<file path="src/rtl/core/cenum_pkg.sv">
`timescale 1ns / 1ps
// ----------------------------------------------------------------------------
// cenum_pkg
// Shared constants, codes and types of the combination enumerator core.
// ----------------------------------------------------------------------------
package cenum_pkg;

  localparam int MAX_CHOOSE = 16;
  localparam int MAX_SET    = 64;

  localparam int SLOT_W     = 6;
  localparam int SEQ_W      = 63;
  localparam int POS_W      = 4;
  localparam int SET_W      = 7;
  localparam int CHOOSE_W   = 5;
  localparam int IDX_W      = $clog2(MAX_CHOOSE);
  localparam int LIM_W      = $clog2(MAX_SET + MAX_CHOOSE + 1);

  localparam int APB_ADDR_W = 3;
  localparam int APB_DATA_W = 32;

  localparam logic [SET_W-1:0]    SET_SIZE_RESET     = 7'd8;
  localparam logic [CHOOSE_W-1:0] CHOOSE_COUNT_RESET = 5'd3;

  typedef enum logic {
    REG_SET_SIZE     = 1'b0,
    REG_CHOOSE_COUNT = 1'b1
  } reg_index_t;

  typedef enum logic {
    ST_IDLE,
    ST_EMIT
  } state_t;

  typedef struct packed {
    logic [SET_W-1:0]    set_size;
    logic [CHOOSE_W-1:0] choose_count;
  } cfg_t;

  typedef struct packed {
    logic             load_first;
    logic             advance;
    logic [LIM_W-1:0] choose;
    logic [LIM_W-1:0] base;
  } cell_ctl_t;

endpackage

</file>
<file path="src/rtl/core/cenum_regs.sv">
`timescale 1ns / 1ps
// ----------------------------------------------------------------------------
// cenum_regs
// APB configuration registers: set size and choose count.
// ----------------------------------------------------------------------------
module cenum_regs
  import cenum_pkg::*;
(
  input  logic                  clk,
  input  logic                  rst,
  input  logic                  psel,
  input  logic                  penable,
  input  logic                  pwrite,
  input  logic [APB_ADDR_W-1:0] paddr,
  input  logic [APB_DATA_W-1:0] pwdata,
  output logic [APB_DATA_W-1:0] prdata,
  output logic                  pready,
  output cfg_t                  cfg
);

  reg_index_t reg_index;
  logic       write_en;

  assign reg_index = reg_index_t'(paddr[2]);
  assign write_en  = psel && penable && pwrite;
  assign pready    = 1'b1;

  always_ff @(posedge clk) begin
    if (rst) begin
      cfg.set_size     <= SET_SIZE_RESET;
      cfg.choose_count <= CHOOSE_COUNT_RESET;
    end else if (write_en) begin
      case (reg_index)
        REG_SET_SIZE:     cfg.set_size     <= pwdata[SET_W-1:0];
        REG_CHOOSE_COUNT: cfg.choose_count <= pwdata[CHOOSE_W-1:0];
        default:          cfg.set_size     <= cfg.set_size;
      endcase
    end
  end

  always_comb begin
    case (reg_index)
      REG_SET_SIZE:     prdata = APB_DATA_W'(cfg.set_size);
      REG_CHOOSE_COUNT: prdata = APB_DATA_W'(cfg.choose_count);
      default:          prdata = '0;
    endcase
  end

endmodule

</file>
<file path="src/rtl/core/cenum_cell.sv">
`timescale 1ns / 1ps
// ----------------------------------------------------------------------------
// cenum_cell
// One slot of the index tuple, with its limit compare and refill from the left.
// ----------------------------------------------------------------------------
module cenum_cell
  import cenum_pkg::*;
(
  input  logic              clk,
  input  logic              rst,
  input  cell_ctl_t         ctl,
  input  logic [IDX_W-1:0]  idx,
  input  logic [SLOT_W-1:0] left_value,
  input  logic              found_in,
  output logic              found_out,
  output logic [SLOT_W-1:0] value
);

  logic             in_use;
  logic [LIM_W-1:0] limit;
  logic             can_bump;
  logic             is_pos;
  logic             fill;

  assign in_use    = LIM_W'(idx) < ctl.choose;
  assign limit     = ctl.base + LIM_W'(idx);
  assign can_bump  = in_use && (LIM_W'(value) < limit);
  assign is_pos    = can_bump && !found_in;
  assign found_out = found_in || can_bump;

  // Slots right of the bumped one copy their left neighbor plus one each cycle.
  always_ff @(posedge clk) begin
    if (rst) begin
      fill <= 1'b0;
    end else if (ctl.load_first || ctl.advance) begin
      fill <= ctl.advance && in_use && !found_out;
    end
  end

  always_ff @(posedge clk) begin
    if (ctl.load_first) begin
      if (in_use) begin
        value <= SLOT_W'(idx);
      end
    end else if (ctl.advance) begin
      if (is_pos) begin
        value <= value + 1'b1;
      end
    end else if (fill) begin
      value <= left_value + 1'b1;
    end
  end

endmodule

</file>
<file path="src/rtl/core/combination_enumerator_core.sv">
`timescale 1ns / 1ps
// ----------------------------------------------------------------------------
// combination_enumerator_core
// Lexicographic enumeration of the k-element subsets of {0..m-1}.
// ----------------------------------------------------------------------------
//   channel   handshake              payload
//   request   req_valid / req_ready  restart
//   result    rsp_valid / rsp_ready  seq_number, position, index_value, last,
//                                    finished
//   config    APB psel / penable     paddr, pwdata, prdata, pready
//
// A request is accepted in ST_IDLE; in ST_EMIT the output register then sends
// one slot per cycle while the result does not stall, or a single finished
// result. The refill ripples along the cell row meanwhile.
// Reset is synchronous and needs no clearing pass. A stalled result holds the
// output register and the slot counter; a new request is taken once the last
// result of the previous one is in the output register.
// ----------------------------------------------------------------------------
module combination_enumerator_core
  import cenum_pkg::*;
(
  input  logic                  clk,
  input  logic                  rst,
  input  logic                  psel,
  input  logic                  penable,
  input  logic                  pwrite,
  input  logic [APB_ADDR_W-1:0] paddr,
  input  logic [APB_DATA_W-1:0] pwdata,
  output logic [APB_DATA_W-1:0] prdata,
  output logic                  pready,
  input  logic                  req_valid,
  output logic                  req_ready,
  input  logic                  restart,
  output logic                  rsp_valid,
  input  logic                  rsp_ready,
  output logic [SEQ_W-1:0]      seq_number,
  output logic [POS_W-1:0]      position,
  output logic [SLOT_W-1:0]     index_value,
  output logic                  last,
  output logic                  finished
);

  cfg_t             cfg;
  cell_ctl_t        ctl;
  state_t           state, state_next;
  logic             active;
  logic [SEQ_W-1:0] counter;
  logic             fin_mode;
  logic [IDX_W-1:0] p;

  logic [LIM_W-1:0]  m_eff;
  logic [LIM_W-1:0]  k_ext;
  logic              bad;
  logic              accept;
  logic              start_first;
  logic              start_adv;
  logic              go_fin;
  logic              p_last;
  logic              out_load;
  logic [SLOT_W-1:0] values [MAX_CHOOSE];
  logic              found  [MAX_CHOOSE];

  cenum_regs u_regs (
    .clk     (clk),
    .rst     (rst),
    .psel    (psel),
    .penable (penable),
    .pwrite  (pwrite),
    .paddr   (paddr),
    .pwdata  (pwdata),
    .prdata  (prdata),
    .pready  (pready),
    .cfg     (cfg)
  );

  assign m_eff = (LIM_W'(cfg.set_size) > LIM_W'(MAX_SET)) ? LIM_W'(MAX_SET)
                                                          : LIM_W'(cfg.set_size);
  assign k_ext = LIM_W'(cfg.choose_count);
  assign bad   = (k_ext == '0) || (k_ext > LIM_W'(MAX_CHOOSE)) || (k_ext > m_eff);

  assign req_ready   = (state == ST_IDLE);
  assign accept      = req_valid && req_ready;
  assign start_first = accept && !bad && (restart || !active);
  assign start_adv   = accept && !bad && !(restart || !active) && found[0];
  assign go_fin      = accept && !start_first && !start_adv;

  assign ctl.load_first = start_first;
  assign ctl.advance    = start_adv;
  assign ctl.choose     = k_ext;
  assign ctl.base       = m_eff - k_ext;

  for (genvar i = 0; i < MAX_CHOOSE; i++) begin : g_cell
    logic [SLOT_W-1:0] left_value;
    logic              found_in;

    if (i == 0) begin : g_first
      assign left_value = '0;
    end else begin : g_inner
      assign left_value = values[i-1];
    end

    if (i == MAX_CHOOSE - 1) begin : g_end
      assign found_in = 1'b0;
    end else begin : g_mid
      assign found_in = found[i+1];
    end

    cenum_cell u_cell (
      .clk        (clk),
      .rst        (rst),
      .ctl        (ctl),
      .idx        (IDX_W'(i)),
      .left_value (left_value),
      .found_in   (found_in),
      .found_out  (found[i]),
      .value      (values[i])
    );
  end

  assign p_last = (LIM_W'(p) == k_ext - LIM_W'(1));

  always_comb begin
    state_next = state;
    out_load   = 1'b0;
    case (state)
      ST_IDLE: begin
        if (accept) begin
          state_next = ST_EMIT;
        end
      end
      ST_EMIT: begin
        if (!rsp_valid || rsp_ready) begin
          out_load = 1'b1;
          if (fin_mode || p_last) begin
            state_next = ST_IDLE;
          end
        end
      end
      default: state_next = ST_IDLE;
    endcase
  end

  always_ff @(posedge clk) begin
    if (rst) begin
      state     <= ST_IDLE;
      active    <= 1'b0;
      counter   <= '0;
      fin_mode  <= 1'b0;
      p         <= '0;
      rsp_valid <= 1'b0;
    end else begin
      state <= state_next;
      if (accept) begin
        fin_mode <= go_fin;
        p        <= '0;
        if (start_first) begin
          active  <= 1'b1;
          counter <= SEQ_W'(1);
        end else if (start_adv) begin
          counter <= counter + 1'b1;
        end else begin
          active  <= 1'b0;
          counter <= '0;
        end
      end
      if (out_load) begin
        rsp_valid <= 1'b1;
        p         <= p + 1'b1;
      end else if (rsp_ready) begin
        rsp_valid <= 1'b0;
      end
    end
  end

  always_ff @(posedge clk) begin
    if (out_load) begin
      if (fin_mode) begin
        seq_number  <= '0;
        position    <= '0;
        index_value <= '0;
        last        <= 1'b1;
        finished    <= 1'b1;
      end else begin
        seq_number  <= counter;
        position    <= POS_W'(p);
        index_value <= values[p];
        last        <= p_last;
        finished    <= 1'b0;
      end
    end
  end

endmodule

</file>
<file path="config.mk">
export PLATFORM = sky130hd
export DESIGN_NAME = combination_enumerator_core
export DESIGN_NICKNAME = d
export VERILOG_FILES = /design/src/rtl/core/cenum_pkg.sv /design/src/rtl/core/cenum_regs.sv /design/src/rtl/core/cenum_cell.sv /design/src/rtl/core/combination_enumerator_core.sv
export SDC_FILE = /design/constraint.sdc
export NUM_CORES = 1
export LEC_CHECK = 0
export ABC_AREA = 1
export BUFFER_PORTS_ARGS = -buffer_cell sky130_fd_sc_hd__buf_2
export CORE_MARGIN = 1.5
export CORE_UTILIZATION = 31
export DETAILED_ROUTE_END_ITERATION = 8
export PLACE_DENSITY = 0.47
export SYNTH_ARGS = -nofsm -noshare
export SYNTH_HDL_FRONTEND = slang
export SYNTH_HIERARCHICAL = 1
export SYNTH_SLANG_ARGS = --single-unit
</file>
<file path="constraint.sdc">
create_clock -name clk -period 10.53 [get_ports clk]
set_clock_uncertainty 0.15 [all_clocks]
set_input_delay 1.053 -clock clk [delete_from_list [all_inputs] [get_ports clk]]
set_output_delay 1.053 -clock clk [all_outputs]
set_load 0.05 [all_outputs]
</file>
==> results of run 1 <==
==> worst min-delay path, cell delays in order, from the launching register on <==
cell,delay [ns]
dfxtp_1,0.31
nand3_1,0.07
a21oi_1,0.06
==> power groups by stage <==
stage	Combinational [W]	Clock (W)	Sequential, W
floorplan	0.000928	0	0.00137
global placement	0.00123	0	0.00137
detailed placement	0.00123	0	0.00137
CTS	0.00124	0.00140	0.00135
global route	0.00143	0.00144	0.00136
finish	0.00123	0.00136	0.00135
==> registers in the layout (all words and copies together), names as in the netlist <==
name and cells:
last 1, index_value 6, seq_number 63, counter 63, fin_mode 1, state 1
g_cell.u_cell/fill 16, rsp_valid 1, active 1, g_cell.u_cell/value 96, p 4, finished 1
position 4, u_regs/cfg 12
==> cell usage after synthesis, types with 16 or more instances <==
master    count
nand2_1     863
inv_1       413
nor2_1      376
ha_1        218
a21oi_1     209
nand3_1     183
edfxtp_1    171
o21ai_0     130
dfxtp_1      99
xnor2_1      51
xor2_1       50
clkbuf_1     42
nor2_2       42
nor3_1       40
nand3_2      34
mux2i_1      32
nand2_2      29
buf_4        26
o22ai_1      24
buf_6        19
a21o_1       17
fa_1         17
o211ai_1     16
o21ai_4      16
==> kinds of logic (layout without fill, tap and decap cells) <==
kind of cell    after synthesis  count (layout)  share of synthesized area [%]
simple gates               1636            1636                          30.55
mux                          32              32                          1.360
buf+inv                     532             633                          9.910
fa+ha+maj                   235             235                          13.03
xor+xnor                    101             101                          3.757
flops                       270             270                          30.22
compound gates              444             444                          11.10
other cells                   4             305                        0.06375
==> worst paths after layout <==
| check | start | to | depth (start not counted) |
|---|---|---|---|
| setup / recovery | u_regs/cfg[10]$_SDFFE_PP0P_ | g_cell[10].u_cell/value[2]$_DFFE_PP_ | 61 |
| hold reg to reg | g_cell[6].u_cell/fill$_SDFFE_PP0P_ | g_cell[6].u_cell/fill$_SDFFE_PP0P_ | 2 |
| hold / removal | g_cell[6].u_cell/fill$_SDFFE_PP0P_ | g_cell[6].u_cell/fill$_SDFFE_PP0P_ | 2 |
| setup reg to reg | u_regs/cfg[10]$_SDFFE_PP0P_ | g_cell[10].u_cell/value[2]$_DFFE_PP_ | 61 |
==> per-layer routing <==
layer | part of all wire [%] | up-vias
met5 | 0 | -
met4 | 2.8 | 0
met3 | 2.4 | 86
met2 | 48 | 263
met1 | 47 | 9173
li1 | - | 11040
==> layout make-up <==
class	count	area, um2
Fill cell	8090	47430
Multi-Input combinational cell	2753	15280
Sequential cell	270	7122
Inverter	437	1732
Tap cell	969	1212
Clock buffer	44	1003
Timing Repair Buffer	128	738.2
Clock inverter	24	307.8
==> metrics by stage <==
step	util (%)	instance area (um2)	total power (W)	worst slack [ns]	instances
floorplan	-	24680	0.002294	3.169	3555
global placement	34.86	26080	0.002601	2.032	4557
detailed placement	34.86	26080	0.002607	1.971	4557
CTS	36.61	27400	0.003994	1.927	4625
global route	36.61	27400	0.004234	1.270	4625
finish	36.61	27400	0.003942	2.085	4625
==> flow_summary.json, run 1 <==
{
  "drive_gt1_share_pct": 10.59,
  "outcome": "finished clean",
  "port-buffer-count": 99,
  "slowest_stage": "nor2_4",
  "wl_per_cell_um": 15.09,
  "seq_area_frac_synth_pct": 30.22,
  "whs_ns": 0.3342,
  "antenna_found_initial": 0,
  "most-common-layout-cells": "nand2_1 (862), inv_1 (411), nor2_1 (376), conb_1 (305), ha_1 (218)",
  "netlist.area_leader.share_pct": 21.81,
  "area_growth_pct": 16.35,
  "ys_types": 52,
  "p_per_area_mw_per_mm2": 143.9,
  "p_seq_share_pct": 34.2,
  "cts_buffer_depth": 3,
  "max_clock_freq_ghz": 0.1184,
  "via_per_inst": 4.446,
  "coreArea_mm2": 0.07482,
  "clock_sinks": 270,
  "p_int_w": 0.002503,
  "synth-main-ff-cell": "edfxtp_1",
  "wl_mm": 69.81,
  "avgSynthCellArea_um2": 7.236,
  "rsz0062_at_grt": "no",
  "syn_area_mm2": 0.02355,
  "die-area_mm2": 0.07762,
  "grt_overflow": 0,
  "period_needed_ns": 8.445,
  "crit_required_ns": 10.55,
  "dr.pass1.iters": 5,
  "synthCells": 3254,
  "synth_seq_cells": 270,
  "start_util_pct": 31.47,
  "crit_arrival_ns": 8.47,
  "maxCapViolCount": 0,
  "synth-edff-count": 171,
  "crit_family": "simple AND/OR/NAND/NOR gates",
  "ys_async_sr_fraction_pct": 0,
  "crit_type": "flip-flop to flip-flop",
  "gp_congestion": 0.8845,
  "clk_latency_ns": 0.58,
  "dp.final_hpwl_mm": 52.63,
  "cts-root-buf": "clkbuf_16",
  "cts_resized": 0,
  "clk_pin_slew_ns": 0.06,
  "combPwrFrac_pct": 31.3,
  "fin_setup_tns_ns": 0,
  "pin_count": 153,
  "drcViolationCount": 0,
  "use_met3_pct": 1.797,
  "vdd_ir_drop_max_mv": 0.09703,
  "use_met1_pct": 23.38,
  "final_common_cell": "nand2_1",
  "cts_tree": "yes",
  "critPathMostFrequentCell": "nand2_1",
  "die_y_um": 278.6,
  "hold_buffers": 0,
  "grt_pass1_vias": 19494,
  "grt_max_degree": 77,
  "yosysTopAreaCell": "edfxtp_1",
  "h-tree-depth": 2,
  "reg2reg_slack_ns": 2.08,
  "numCtsBuffers": 37,
  "crit_path_end_kind": "flip-flop",
  "p_clk_share_pct": 34.5,
  "power_leakage_nw": 12.83,
  "hold_viol": 0,
  "die_w_um": 278.6,
  "yosys_warnings": 6,
  "grt_pass1_wl_mm": 110.3,
  "grt_busiest_layer": "met2",
  "p_sw_w": 0.001438,
  "grt.met2_usage_pct": 31.72,
  "cts_setup_buffers": 0,
  "path_max_fanout": 16,
  "grt_use_total_pct": 18.10,
  "slew_violations": 0,
  "p_sw_share_pct": 36.49,
  "max_stage_delay_ns": 0.63,
  "fin_crit_sh_pct": 80.20,
  "nets": 3905,
  "hold_class": "flip-flop to flip-flop",
  "antennaDiodeCount": 0,
  "drt_iter0_drc": 1039,
  "critPathBufInv": 20,
  "rows": 100,
  "cp-start-kind": "flip-flop",
  "synth.area.top_cells": "edfxtp_1 (22%), nand2_1 (14%), ha_1 (12%)",
  "worstMarginPinSlew_ns": 1.137,
  "relSlewSlack_pct": 24.08,
  "vias": 20562,
  "setup_viol": 0,
  "ant_nets": 0
}
Note: power is estimated with default switching activity, not from simulation.
==> run 2, diff against run 1 <==
--- a/config.mk
+++ b/config.mk
@@ -10,7 +10,7 @@
 export CORE_MARGIN = 1.5
 export CORE_UTILIZATION = 31
 export DETAILED_ROUTE_END_ITERATION = 8
-export PLACE_DENSITY = 0.47
+export PLACE_DENSITY = 0.49
 export SYNTH_ARGS = -nofsm -noshare
 export SYNTH_HDL_FRONTEND = slang
 export SYNTH_HIERARCHICAL = 1
==> constraint.sdc (replaced) <==
create_clock -name clk -period 6.8 [get_ports clk]
set_clock_uncertainty 0.15 [all_clocks]
set_input_delay 0.68 -clock clk [delete_from_list [all_inputs] [get_ports clk]]
set_output_delay 0.68 -clock clk [all_outputs]
set_load 0.05 [all_outputs]
==> run 2 against run 1 <==
  * Register-to-register slack worse by 1.9 ns
  * Sequential power is 54% higher
  * Largest cell class unchanged
  * Hold slack worse by 0.13 ns
  * Via count is 5.3% higher
  * Clock power is 42% higher
==> flow_summary.json, run 2 (synthesized netlist as in run 1, its figures left out) <==
{
  "hold_viol": 0,
  "die-area_mm2": 0.07762,
  "worstMarginPinSlew_ns": 1.145,
  "clk_pin_slew_ns": 0.06,
  "via_per_inst": 4.459,
  "wl_per_cell_um": 14.67,
  "grt_overflow": 0,
  "start_util_pct": 31.47,
  "dp_cells": 4716,
  "fin_crit_sh_pct": 97.58,
  "die_w_um": 278.6,
  "numCtsBuffers": 35,
  "vdd_ir_drop_max_mv": 0.1518,
  "coreArea_mm2": 0.07482,
  "hold_buffers": 0,
  "slew_violations": 0,
  "cp-start-kind": "flip-flop",
  "nets": 4135,
  "cts_tree": "yes",
  "max_stage_delay_ns": 0.51,
  "antenna_found_initial": 1,
  "dp.final_hpwl_mm": 52.81,
  "port-buffer-count": 99,
  "multi_input_area_mm2": 0.01619,
  "p_per_area_mw_per_mm2": 212.3,
  "die_y_um": 278.6,
  "most-common-layout-cells": "nand2_1 (791), inv_1 (387), nor2_1 (366), conb_1 (305), buf_4 (234)",
  "crit_path_end_kind": "flip-flop",
  "drt_iter0_drc": 1040,
  "fin_setup_tns_ns": 0,
  "area_growth_pct": 27.78,
  "grt_use_total_pct": 18.15,
  "wl_mm": 71.19,
  "ant_nets": 0,
  "grt_max_degree": 81,
  "regMostFlops": "g_cell.u_cell/value",
  "h-tree-depth": 2,
  "top_regs": "g_cell.u_cell/value (96), counter (63), seq_number (63)",
  "setup_viol": 0,
  "crit_required_ns": 6.97,
  "final_cells": 4854,
  "nFillCells": 7881,
  "final_common_cell": "nand2_1",
  "clock_sinks": 270,
  "relSlewSlack_pct": 23.68,
  "drive_gt1_share_pct": 20.31,
  "maxCapViolCount": 0,
  "hold_class": "primary input to flip-flop",
  "power_leakage_nw": 14.03,
  "period_needed_ns": 6.635,
  "vias": 21643,
  "rows": 100,
  "dr.pass1.iters": 5,
  "largest_reg_flops": 96,
  "final_core_util_pct": 40.21,
  "crit_arrival_ns": 6.80,
  "pin_count": 153,
  "final-seq-area_mm2": 0.007124,
  "crit_type": "flip-flop to flip-flop",
  "clk_latency_ns": 0.57,
  "grt_pass1_vias": 20277,
  "rsz0062_at_grt": "yes",
  "slowest_stage": "fa_2",
  "outcome": "finished clean",
  "gp_congestion": 0.8400,
  "critPathMostFrequentCell": "nand2_2",
  "max_clock_freq_ghz": 0.1507,
  "grt_pass1_wl_mm": 110.9,
  "cts-root-buf": "clkbuf_16",
  "whs_ns": 0.2019,
  "drcViolationCount": 0,
  "cts_buffer_depth": 3,
  "path_max_fanout": 8
}
run 2: cell count changes in the layout (fill, tap and decap cells not counted), sizes merged:
| cell | previous run | this run |
|---|---|---|
| bufinv | 6 | 3 |
| buf | 128 | 360 |
| clkinv | 15 | 17 |
| clkbuf | 44 | 43 |
| diode | 0 | 1 |
| inv | 437 | 435 |
run 2: final cells by class:
class | count | share of cell area [%]
multi-input cells | 2753 | 53.81
flip-flops and latches | 270 | 23.68
repair buffers | 360 | 8.800
inverters | 437 | 5.880
well taps | 969 | 4.030
clock buffers | 43 | 3.044
clock inverters | 21 | 0.7486
diodes | 1 | 0.008317
run 2: worst max-delay path: cells and delay by family (launching register included):
family	cells	cell delay [ns]
buf+inv	22	1.50
xor+xnor	1	0.15
simple gates	33	2.46
compound gates	2	0.40
fa+ha+maj	4	1.35
flops	1	0.33
run 2: worst paths after layout:
kind                                                         start                                   to  slack [ns]  cells after the start
worst max-delay path                    u_regs/cfg[9]$_SDFFE_PP0P_  g_cell[3].u_cell/value[3]$_DFFE_PP_        0.16                     62
worst min-delay path                                     pwdata[0]           u_regs/cfg[0]$_SDFFE_PP1P_        0.20                      3
worst min register to register  g_cell[0].u_cell/fill$_SDFFE_PP0P_   g_cell[0].u_cell/fill$_SDFFE_PP0P_        0.33                      2
worst max register to register          u_regs/cfg[9]$_SDFFE_PP0P_  g_cell[3].u_cell/value[3]$_DFFE_PP_        0.16                     62
run 2: routing by layer:
layer  up-vias  wire length (um)  global-route usage [%]
li1      11484                 -                       -
met1      9802             33340                   23.60
met2       260             33900                   31.36
met3        97              1810                   1.998
met4         0              2138                   5.658
met5         -                 0                       0
run 2: stage by stage:
step                setup WS, ns  total power [W]  instance area [um2]
finish                    0.1646         0.006388                30090
global route             -0.3004         0.006845                30080
CTS                     -0.04733         0.006300                29150
detailed placement       -0.4850         0.004189                27360
global placement         -0.5050         0.004172                27360
floorplan                0.01778         0.003554                24710
run 2: repair_timing:
action,4_1_cts,5_1_grt
endpoints found under the hold margin,0,0
setup endpoints to repair,193,208
cloned,2,0
pin swaps,36,109
setup buffers,57,23
gates resized for setup,69,229
run 2: power by group:
group / switching, W / internal [W]
Clock: 0.000835 / 0.00109
Combinational: 0.00140 / 0.000979
Sequential: 0.000168 / 0.00192
Total: 0.00240 / 0.00399
